File: src/hdl/cti_pkg.sv
// ----------------------------------------------------------------------------
// cti_pkg: cubic trajectory interpolator definitions
// Widths, microcode word layout and the control program of the sequencer.
// ----------------------------------------------------------------------------
package cti_pkg;

  // axes and field widths
  localparam int NUM_AXES  = 3;
  localparam int AXIS_W    = 2;
  localparam int ANGLE_W   = 8;
  localparam int TIME_W    = 32;
  localparam int DUR_W     = 16;
  localparam int OUT_W     = 16;
  localparam int IN_DATA_W = 56;
  localparam logic [DUR_W-1:0] DUR_RESET = 16'd1000;

  // datapath widths
  localparam int S_W       = DUR_W + 1;    // s in Q1.16, 1.0 included
  localparam int WFAC_W    = S_W + 1;      // 3*2^16 - 2*s
  localparam int DIFF_W    = ANGLE_W + 1;
  localparam int ACC_W     = 58;           // signed, holds start*2^48 + diff*h
  localparam int MUL_A_W   = 50;
  localparam int MUL_B_W   = 19;
  localparam int PROD_W    = MUL_A_W + MUL_B_W;
  localparam int CNT_W     = 5;
  localparam int PC_W      = 4;
  localparam int H_FRAC    = 48;
  localparam int OUT_LSB   = 40;

  // datapath operations
  typedef enum logic [3:0] {
    OP_LOAD,
    OP_ELAP,
    OP_CHECK,
    OP_DIV,
    OP_SQ,
    OP_CUBE,
    OP_SCALE,
    OP_ADD,
    OP_OUT,
    OP_FIN
  } op_e;

  // jump conditions
  typedef enum logic [2:0] {
    COND_NONE,
    COND_NO_IN,
    COND_FIN,
    COND_CNT_NZ,
    COND_OUT_BUSY
  } cond_e;

  typedef struct packed {
    op_e              op;
    cond_e            cond;
    logic [PC_W-1:0]  jmp;   // taken when cond holds
    logic [PC_W-1:0]  nxt;   // taken otherwise
  } ctrl_t;

  // program addresses
  localparam logic [PC_W-1:0] PC_LOAD  = 4'd0;
  localparam logic [PC_W-1:0] PC_ELAP  = 4'd1;
  localparam logic [PC_W-1:0] PC_CHECK = 4'd2;
  localparam logic [PC_W-1:0] PC_DIV   = 4'd3;
  localparam logic [PC_W-1:0] PC_SQ    = 4'd4;
  localparam logic [PC_W-1:0] PC_CUBE  = 4'd5;
  localparam logic [PC_W-1:0] PC_SCALE = 4'd6;
  localparam logic [PC_W-1:0] PC_ADD   = 4'd7;
  localparam logic [PC_W-1:0] PC_OUT   = 4'd8;
  localparam logic [PC_W-1:0] PC_FIN   = 4'd9;

  // control store
  function automatic ctrl_t ucode(input logic [PC_W-1:0] pc);
    ctrl_t w;
    case (pc)
      PC_LOAD:  w = '{OP_LOAD,  COND_NO_IN,    PC_LOAD,  PC_ELAP};
      PC_ELAP:  w = '{OP_ELAP,  COND_NONE,     PC_LOAD,  PC_CHECK};
      PC_CHECK: w = '{OP_CHECK, COND_FIN,      PC_FIN,   PC_DIV};
      PC_DIV:   w = '{OP_DIV,   COND_CNT_NZ,   PC_DIV,   PC_SQ};
      PC_SQ:    w = '{OP_SQ,    COND_NONE,     PC_LOAD,  PC_CUBE};
      PC_CUBE:  w = '{OP_CUBE,  COND_NONE,     PC_LOAD,  PC_SCALE};
      PC_SCALE: w = '{OP_SCALE, COND_NONE,     PC_LOAD,  PC_ADD};
      PC_ADD:   w = '{OP_ADD,   COND_NONE,     PC_LOAD,  PC_OUT};
      PC_OUT:   w = '{OP_OUT,   COND_OUT_BUSY, PC_OUT,   PC_LOAD};
      PC_FIN:   w = '{OP_FIN,   COND_OUT_BUSY, PC_FIN,   PC_LOAD};
      default:  w = '{OP_LOAD,  COND_NONE,     PC_LOAD,  PC_LOAD};
    endcase
    return w;
  endfunction

endpackage

File: src/hdl/cubic_trajectory_interpolator_top.sv
// ----------------------------------------------------------------------------
// cubic_trajectory_interpolator_top: per-axis cubic motion profile
// Tracks target changes per axis and blends start to target with 3s^2 - 2s^3.
// ----------------------------------------------------------------------------
//  channel   dir  handshake             payload
//  s_axis    in   tvalid / tready       axis, start_angle, target_angle, now_ms
//  m_axis    out  tvalid / tready       angle_out (Q8.8)
//  cfg       in   cfg_valid / cfg_ready duration_ms
//
//  a blended result is formed by the restoring divider loop forming s, then
//  three passes through one shared 50x19 multiplier; a finished motion or
//  unknown axis skips the divider loop and the multiplier passes
//  one item at a time; the next item can be taken in the cycle after the result is
//  loaded, while that result still waits
//  a result stalled on m_axis holds the sequencer at its output step
//  reset clears the per-axis targets and start times, duration resets to 1000
// ----------------------------------------------------------------------------
module cubic_trajectory_interpolator_top
  import cti_pkg::*;
(
  input  logic                 clk_i,
  input  logic                 rst_ni,
  // axis[1:0], start_angle[9:2], target_angle[17:10], now_ms[49:18], zero pad
  input  logic                 s_axis_tvalid,
  output logic                 s_axis_tready,
  input  logic [IN_DATA_W-1:0] s_axis_tdata,
  // angle_out[15:0]
  output logic                 m_axis_tvalid,
  input  logic                 m_axis_tready,
  output logic [OUT_W-1:0]     m_axis_tdata,
  // duration_ms[15:0]
  input  logic                 cfg_valid_i,
  output logic                 cfg_ready_o,
  input  logic [DUR_W-1:0]     cfg_data_i
);

  // sequencer and control
  logic [PC_W-1:0]   pc_q, pc_d;
  ctrl_t             cw;
  logic              take;
  logic              in_fire;
  logic              fin;
  logic              out_busy;

  // per-axis state
  logic [ANGLE_W-1:0] last_target_q [NUM_AXES];
  logic [TIME_W-1:0]  start_time_q  [NUM_AXES];
  logic               in_axis_ok;
  logic               changed;
  logic [AXIS_W-1:0]  in_axis;
  logic [ANGLE_W-1:0] in_start;
  logic [ANGLE_W-1:0] in_target;
  logic [TIME_W-1:0]  in_now;
  logic [ANGLE_W-1:0] stored_target;

  // item registers
  logic [AXIS_W-1:0]  axis_q;
  logic               axis_ok_q;
  logic [ANGLE_W-1:0] start_q, target_q;
  logic [TIME_W-1:0]  now_q;
  logic [TIME_W-1:0]  elapsed_q, elapsed_d;
  logic [TIME_W-1:0]  start_rd;
  logic [DUR_W-1:0]   dur_q;

  // divider and multiplier datapath
  logic [S_W-1:0]     rem_q, rem_d;
  logic [S_W-1:0]     quo_q, quo_d;
  logic [CNT_W-1:0]   cnt_q, cnt_d;
  logic               div_ge;
  logic [S_W-1:0]     div_sub;
  logic [WFAC_W-1:0]  wfac;
  logic signed [DIFF_W-1:0]  diff;
  logic signed [MUL_A_W-1:0] mul_a;
  logic signed [MUL_B_W-1:0] mul_b;
  logic signed [PROD_W-1:0]  prod;
  logic signed [ACC_W-1:0]   acc_q, acc_d;

  // output register
  logic               out_valid_q, out_valid_d;
  logic [OUT_W-1:0]   out_data_q, out_data_d;

  // input field unpacking
  assign in_axis   = s_axis_tdata[1:0];
  assign in_start  = s_axis_tdata[9:2];
  assign in_target = s_axis_tdata[17:10];
  assign in_now    = s_axis_tdata[49:18];

  assign cw            = ucode(pc_q);
  assign s_axis_tready = (cw.op == OP_LOAD);
  assign in_fire       = s_axis_tvalid && s_axis_tready;
  assign cfg_ready_o   = 1'b1;
  assign out_busy      = out_valid_q && !m_axis_tready;

  // target-change detection at accept
  assign in_axis_ok    = (32'(in_axis) < NUM_AXES);
  assign stored_target = in_axis_ok ? last_target_q[in_axis] : '0;
  assign changed       = in_axis_ok && (stored_target != in_target);

  // finished motion test
  assign start_rd  = axis_ok_q ? start_time_q[axis_q] : '0;
  assign elapsed_d = now_q - start_rd;
  assign fin = !axis_ok_q || (dur_q == '0) || (elapsed_q > {16'b0, dur_q});

  // restoring divide step
  assign div_ge  = (rem_q >= {1'b0, dur_q});
  assign div_sub = div_ge ? (rem_q - {1'b0, dur_q}) : rem_q;

  // blend factor and angle difference
  assign wfac = WFAC_W'(3 * 65536) - {quo_q, 1'b0};
  assign diff = $signed({1'b0, target_q}) - $signed({1'b0, start_q});

  // shared multiplier operand select
  always_comb begin
    mul_a = '0;
    mul_b = '0;
    case (cw.op)
      OP_SQ: begin
        mul_a = $signed({{(MUL_A_W-S_W){1'b0}}, quo_q});
        mul_b = $signed({{(MUL_B_W-S_W){1'b0}}, quo_q});
      end
      OP_CUBE: begin
        mul_a = $signed({{(MUL_A_W-33){1'b0}}, acc_q[32:0]});
        mul_b = $signed({{(MUL_B_W-WFAC_W){1'b0}}, wfac});
      end
      OP_SCALE: begin
        mul_a = $signed({1'b0, acc_q[48:0]});
        mul_b = MUL_B_W'(diff);
      end
      default: begin
        mul_a = '0;
        mul_b = '0;
      end
    endcase
  end

  assign prod = mul_a * mul_b;

  // datapath next values
  always_comb begin
    rem_d = rem_q;
    quo_d = quo_q;
    cnt_d = cnt_q;
    acc_d = acc_q;
    case (cw.op)
      OP_CHECK: begin
        rem_d = elapsed_q[S_W-1:0];
        quo_d = '0;
        cnt_d = CNT_W'(S_W - 1);
      end
      OP_DIV: begin
        quo_d = {quo_q[S_W-2:0], div_ge};
        rem_d = {div_sub[S_W-2:0], 1'b0};
        cnt_d = cnt_q - 1'b1;
      end
      OP_SQ, OP_CUBE, OP_SCALE: begin
        acc_d = prod[ACC_W-1:0];
      end
      OP_ADD: begin
        acc_d = acc_q + $signed({2'b0, start_q, {H_FRAC{1'b0}}});
      end
      default: begin
        acc_d = acc_q;
      end
    endcase
  end

  // output register next values
  always_comb begin
    out_valid_d = out_busy;
    out_data_d  = out_data_q;
    if (!out_busy && (cw.op == OP_OUT)) begin
      out_valid_d = 1'b1;
      out_data_d  = acc_q[OUT_LSB+OUT_W-1:OUT_LSB];
    end else if (!out_busy && (cw.op == OP_FIN)) begin
      out_valid_d = 1'b1;
      out_data_d  = {target_q, 8'b0};
    end
  end

  // jump logic
  always_comb begin
    case (cw.cond)
      COND_NONE:     take = 1'b0;
      COND_NO_IN:    take = !in_fire;
      COND_FIN:      take = fin;
      COND_CNT_NZ:   take = (cnt_q != '0);
      COND_OUT_BUSY: take = out_busy;
      default:       take = 1'b0;
    endcase
    pc_d = take ? cw.jmp : cw.nxt;
  end

  // control registers
  always_ff @(posedge clk_i or negedge rst_ni) begin
    if (!rst_ni) begin
      pc_q        <= PC_LOAD;
      out_valid_q <= 1'b0;
      dur_q       <= DUR_RESET;
      for (int i = 0; i < NUM_AXES; i++) begin
        last_target_q[i] <= '0;
        start_time_q[i]  <= '0;
      end
    end else begin
      pc_q        <= pc_d;
      out_valid_q <= out_valid_d;
      if (cfg_valid_i) begin
        dur_q <= cfg_data_i;
      end
      if (in_fire && changed) begin
        last_target_q[in_axis] <= in_target;
        start_time_q[in_axis]  <= in_now;
      end
    end
  end

  // payload registers
  always_ff @(posedge clk_i) begin
    if (in_fire) begin
      axis_q    <= in_axis;
      axis_ok_q <= in_axis_ok;
      start_q   <= in_start;
      target_q  <= in_target;
      now_q     <= in_now;
    end
    if (cw.op == OP_ELAP) begin
      elapsed_q <= elapsed_d;
    end
    rem_q      <= rem_d;
    quo_q      <= quo_d;
    cnt_q      <= cnt_d;
    acc_q      <= acc_d;
    out_data_q <= out_data_d;
  end

  assign m_axis_tvalid = out_valid_q;
  assign m_axis_tdata  = out_data_q;

endmodule

File: config.mk
export PLATFORM = sky130hd
export DESIGN_NAME = cubic_trajectory_interpolator_top
export DESIGN_NICKNAME = d
export VERILOG_FILES = /design/src/hdl/cti_pkg.sv /design/src/hdl/cubic_trajectory_interpolator_top.sv
export SDC_FILE = /design/constraint.sdc
export NUM_CORES = 2
export LEC_CHECK = 0
export ABC_AREA = 1
export BUFFER_PORTS_ARGS = -buffer_cell sky130_fd_sc_hd__buf_2
export CAP_MARGIN = 20
export CORE_AREA = 2 2 273 275
export CTS_BUF_LIST = sky130_fd_sc_hd__clkbuf_2
export DETAILED_ROUTE_END_ITERATION = 6
export DIE_AREA = 0 0 275 277
export PLACE_DENSITY = 0.91
export SYNTH_ARGS = -nofsm -noshare
export SYNTH_HDL_FRONTEND = slang
export SYNTH_SLANG_ARGS = --single-unit
File: constraint.sdc
create_clock -name clk_i -period 7.1 [get_ports clk_i]
set_input_delay 1.065 -clock clk_i [delete_from_list [all_inputs] [get_ports clk_i]]
set_output_delay 1.065 -clock clk_i [all_outputs]
set_load 0.01 [all_outputs]
==> results of run 1 <==
-- cell families after synthesis --
family / Yosys count / share of synthesized area (%)
adders and majority gates: 979 / 40.8
DFF: 335 / 21.5
other: 1 / 0.00860
and+or+nand+nor: 1844 / 17.0
buffers and inverters: 1328 / 11.7
xor gates and xnor gates: 78 / 1.57
muxes: 7 / 0.181
AOI/OAI and AO/OA: 584 / 7.22
-- through the flow --
step / utilization [%] / instances / worst slack (ns)
after floorplan: - / 5156 / -0.0923
after global placement: 67.5 / 6616 / -0.730
after detailed placement: 67.5 / 6616 / -1.04
after CTS: 72.1 / 6842 / -0.753
-- layer usage --
metal  track usage (%)  overflow
met3              65.6         1
met5              58.4         2
met2              80.8         5
met1              69.4         1
met4              65.8         7
-- what timing repair did --
action | in CTS
hold endpoints to repair | 0
cloned | 6
buffers inserted | 75
endpoints found under the setup margin | 43
pin swaps | 144
gates resized for setup | 394
==> flow_summary.yaml, run 1 <==
clock_network:
  cts_sinks: 335
  cts-hold-fix-buffers: 0
  root_buffer: "clkbuf_2"
  cts_buffers: 82
  cts_max_level: 3
  clk_path_buf_depth: 3
place:
  portBuffers: 88
  place_congestion: 0.986
  post_dp_cell_area_um2: 49700
  hpwlAfterDp_um: 106000
sta:
  crit_endpoint: "acc_q[26]$_DFFE_PP_/D"
  worst-ep-kind: "register data pin"
grt:
  gr-usage-all-layers_pct: 71.1
  antenna_found_initial: 29
  grt_max_degree: 82
  grt_overflow: 16
synth:
  ys_top_cells_by_area: "fa_1 (34%), edfxtp_1 (13%), nand2_1 (10%)"
  synthTopCellsByCount: "nand2_1 (1212), inv_1 (1117), fa_1 (740), nor2_1 (440), o21ai_0 (322)"
  yosysMostFrequentCell: "nand2_1"
  synth_area_um2: 43600
  syn_area_per_cell_um2: 8.46
  yosysUniqueCellTypes: 61
  syn_inst: 5156
  synth_top_area_cell: "fa_1"
  synth_warnings: 0
  synth_top_cell_area_share_pct: 34.0
  ys_seq_area_share_pct: 21.5
  synth_flop_cell: "edfxtp_1"
  synthArstFlopShare_pct: 42.1
  synth_edf_count: 194
  ys_seq_elements: 335
  mappedNetlistNets: 6212
status:
  outcome: "stopped before the end"
  stop_error: "[ERROR GRT-0232] Routing congestion too high. Check the congestion heatmap in the GUI."
  stop_stage: "global routing (5_1_grt)"
floorplanning:
  rows: 100
  ios: 96
  chipHeight_um: 277
  die_w_um: 275
  start_util_pct: 59.3
==> inputs of run 2 (changes only) <==
--- a/config.mk
+++ b/config.mk
@@ -8,11 +8,10 @@
 export ABC_AREA = 1
 export BUFFER_PORTS_ARGS = -buffer_cell sky130_fd_sc_hd__buf_2
 export CAP_MARGIN = 20
-export CORE_AREA = 2 2 273 275
-export CTS_BUF_LIST = sky130_fd_sc_hd__clkbuf_2
+export CORE_AREA = 2 2 334 336
 export DETAILED_ROUTE_END_ITERATION = 6
-export DIE_AREA = 0 0 275 277
-export PLACE_DENSITY = 0.91
+export DIE_AREA = 0 0 336 338
+export PLACE_DENSITY_LB_ADDON = 0.15
 export SYNTH_ARGS = -nofsm -noshare
 export SYNTH_HDL_FRONTEND = slang
 export SYNTH_SLANG_ARGS = --single-unit
==> constraint.sdc (replaced) <==
create_clock -name clk_i -period 9.2 [get_ports clk_i]
set_input_delay 1.38 -clock clk_i [delete_from_list [all_inputs] [get_ports clk_i]]
set_output_delay 1.38 -clock clk_i [all_outputs]
set_load 0.01 [all_outputs]
==> flow_summary.yaml, run 2 <==
sta:
  setup_viol: 0
  fmax_ghz: 0.115
  relSlewSlack_pct: 34.1
  final.setup.tns_ns: 0
  slew_viol_final: 0
  worst_slew_pin_slew_ns: 0.988
  hold_viol: 0
  hold_ws_ns: 0.479
  clock_skew_ns: 0.0229
  min_period_ns: 8.73
  period_share_pct: 94.8
  rsz0062_at_grt: "false"
layout:
  largest_reg_flops: 96
  layout_common_cells: "nand2_1 (1209), inv_1 (1114), fa_1 (740)"
  largest_registers: "start_time_q: 96 flops, acc_q: 56 flops"
  largest_register: "start_time_q"
  ff_latch_area_um2: 9360
  multi_input_comb_area_um2: 29200
  final_nets: 6292
  finalNonFillerCells: 6757
  final_common_cell: "nand2_1"
  area_growth_pct: 9.45
  fill_cells: 11200
  drive_above_1_share_pct: 7.29
synth:
  ys_seq_area_share_pct: 21.5
  ys_top_cells_by_area: "fa_1 (34%), edfxtp_1 (13%), nand2_1 (10%)"
  synth_edf_count: 194
  synthTopCellsByCount: "nand2_1 (1212), inv_1 (1117), fa_1 (740), nor2_1 (440), o21ai_0 (322)"
  synth_area_um2: 43600
  synth_top_area_cell: "fa_1"
  syn_area_per_cell_um2: 8.46
  mappedNetlistNets: 6212
  synth_flop_cell: "edfxtp_1"
  yosysMostFrequentCell: "nand2_1"
  synth_warnings: 0
  synthArstFlopShare_pct: 42.1
  syn_inst: 5156
  ys_seq_elements: 335
  yosysUniqueCellTypes: 61
  synth_top_cell_area_share_pct: 34.0
job:
  cap_violations: 0
power:
  intPower_w: 0.00446
  switchingPower_w: 0.00326
  sw_frac_of_total_pct: 42.3
  ir_worst_vdd_uv: 181
  p_per_area_nw_per_um2: 162
  power_frac_comb_pct: 44.2
  p_leak_nw: 24.4
  seqPwrFrac_pct: 34.1
  p_clk_share_pct: 21.7
  power.total_w: 0.00772
clock_network:
  clkLatencyLatePin_ns: 0.58
  cts_tree: "yes"
  cts_setup_buffers: 0
  clk_pin_slew_ns: 0.06
  root_buffer: "clkbuf_16"
  clk_path_buf_depth: 3
  cts-hold-fix-buffers: 0
  cts_buffers: 39
  cts_sinks: 335
  cts_max_level: 2
critical_path:
  required_ns: 9.52
  critPathMaxStageDelay_ns: 0.56
  startpoint_type: "flip-flop"
  path_max_fanout: 15
  cp.arrival_ns: 9.04
  reg2reg_slack_ns: 0.47
  path_class: "flip-flop to flip-flop"
  crit_path_end_kind: "flip-flop"
  crit_slowest_cell: "a311o_1"
detailed_routing:
  viasPerCell: 4.94
  wl_um: 127000
  ant_nets: 0
  dr.first_iter.drc_count: 2286
  num_vias: 33400
  wire_per_inst_um: 18.9
  firstDrtPassIters: 6
  drc: 0
worst_hold_path:
  hold_path_class: "flip-flop to flip-flop"
grt:
  gr-usage-all-layers_pct: 23.4
  grt_pass1_wl_um: 204000
  grt_pass1_vias: 35000
  grt_max_degree: 92
  antenna_found_initial: 4
  grt_overflow: 0
place:
  hpwlAfterDp_um: 103000
  portBuffers: 88
  dp_cells: 6683
  place_congestion: 0.897
floorplanning:
  rows: 122
  die-area_um2: 114000
  die_w_um: 336
  start_util_pct: 39.6
  ios: 96
  core_region_area_um2: 110000
  chipHeight_um: 338
status:
  outcome: "complete, no violations"
## run 2: cells by family after synthesis
logic type               count (synthesis)  share of synthesized area, %
other                                    1                       0.00860
XOR/XNOR                                78                          1.57
multiplexers                             7                         0.181
AO/OA/AOI/OAI                          584                          7.22
adder cells (fa/ha/maj)                979                          40.8
flip-flops                             335                          21.5
buffers and inverters                 1328                          11.7
AND/OR/NAND/NOR                       1844                          17.0
## run 2: cell type report
type	instances	area share [%]
well taps	1488	3.90
clock buffers	51	2.29
repair buffers	230	3.45
flip-flops and latches	335	19.6
inverters	1137	8.95
multi-input cells	3493	61.2
clock inverters	21	0.619
diodes	2	0.0105
## run 2: metrics by stage
step / instance area (um^2) / worst slack (ns) / utilization (%)
CTS: 47700 / 0.414 / 43.3
detailed placement: 46300 / 0.425 / 42.1
finish: 47700 / 0.475 / 43.4
global placement: 46300 / 0.523 / 42.1
floorplan: 43600 / 1.60 / -
global route: 47700 / 0.00226 / 43.4
## run 2: critical path: cells and delay by family, from the launching register on
kind | cells | cell delay [ns]
fa+ha+maj | 9 | 4.04
buf+inv | 4 | 0.80
simple gates | 10 | 1.33
xor+xnor | 1 | 0.16
compound gates | 7 | 1.74
flops | 1 | 0.38
## run 2: metal layers
metal / track usage [%] / share of wire (%) / up-vias / routed length, um
met5: 0 / 0.010 / - / 13
met4: 6.68 / 2.8 / 2 / 3540
met3: 3.80 / 6.2 / 155 / 7920
met2: 36.4 / 45 / 884 / 56900
met1: 33.9 / 46 / 16700 / 59100
li1: - / - / 15700 / -
## run 2: path summary, 6_finish.rpt
kind | endpoint | cells past startpoint | start
worst max-delay path | acc_q[51] | 31 | start_q[3]
worst min-delay path | start_time_q[73] | 2 | start_time_q[73]
min in group asynchronous | start_time_q[85] | 1 | rst_ni
worst max register to register | acc_q[51] | 31 | start_q[3]
worst min register to register | start_time_q[73] | 2 | start_time_q[73]
max in group asynchronous | last_target_q[16] | 2 | rst_ni
## run 2: power by group through the flow
stage               registers [W]  clock network [W]  logic [W]
floorplan                 0.00257                  0    0.00230
global placement          0.00265                  0    0.00338
detailed placement        0.00265                  0    0.00340
CTS                       0.00263            0.00172    0.00342
global route              0.00270            0.00177    0.00386
finish                    0.00263            0.00167    0.00341
## run 2: repair_timing
item,4_1_cts,5_1_grt
hold endpoints to repair,0,0
endpoints found under the setup margin,0,12
gates resized for setup,0,8
Note: power is estimated with default switching activity, not from simulation.
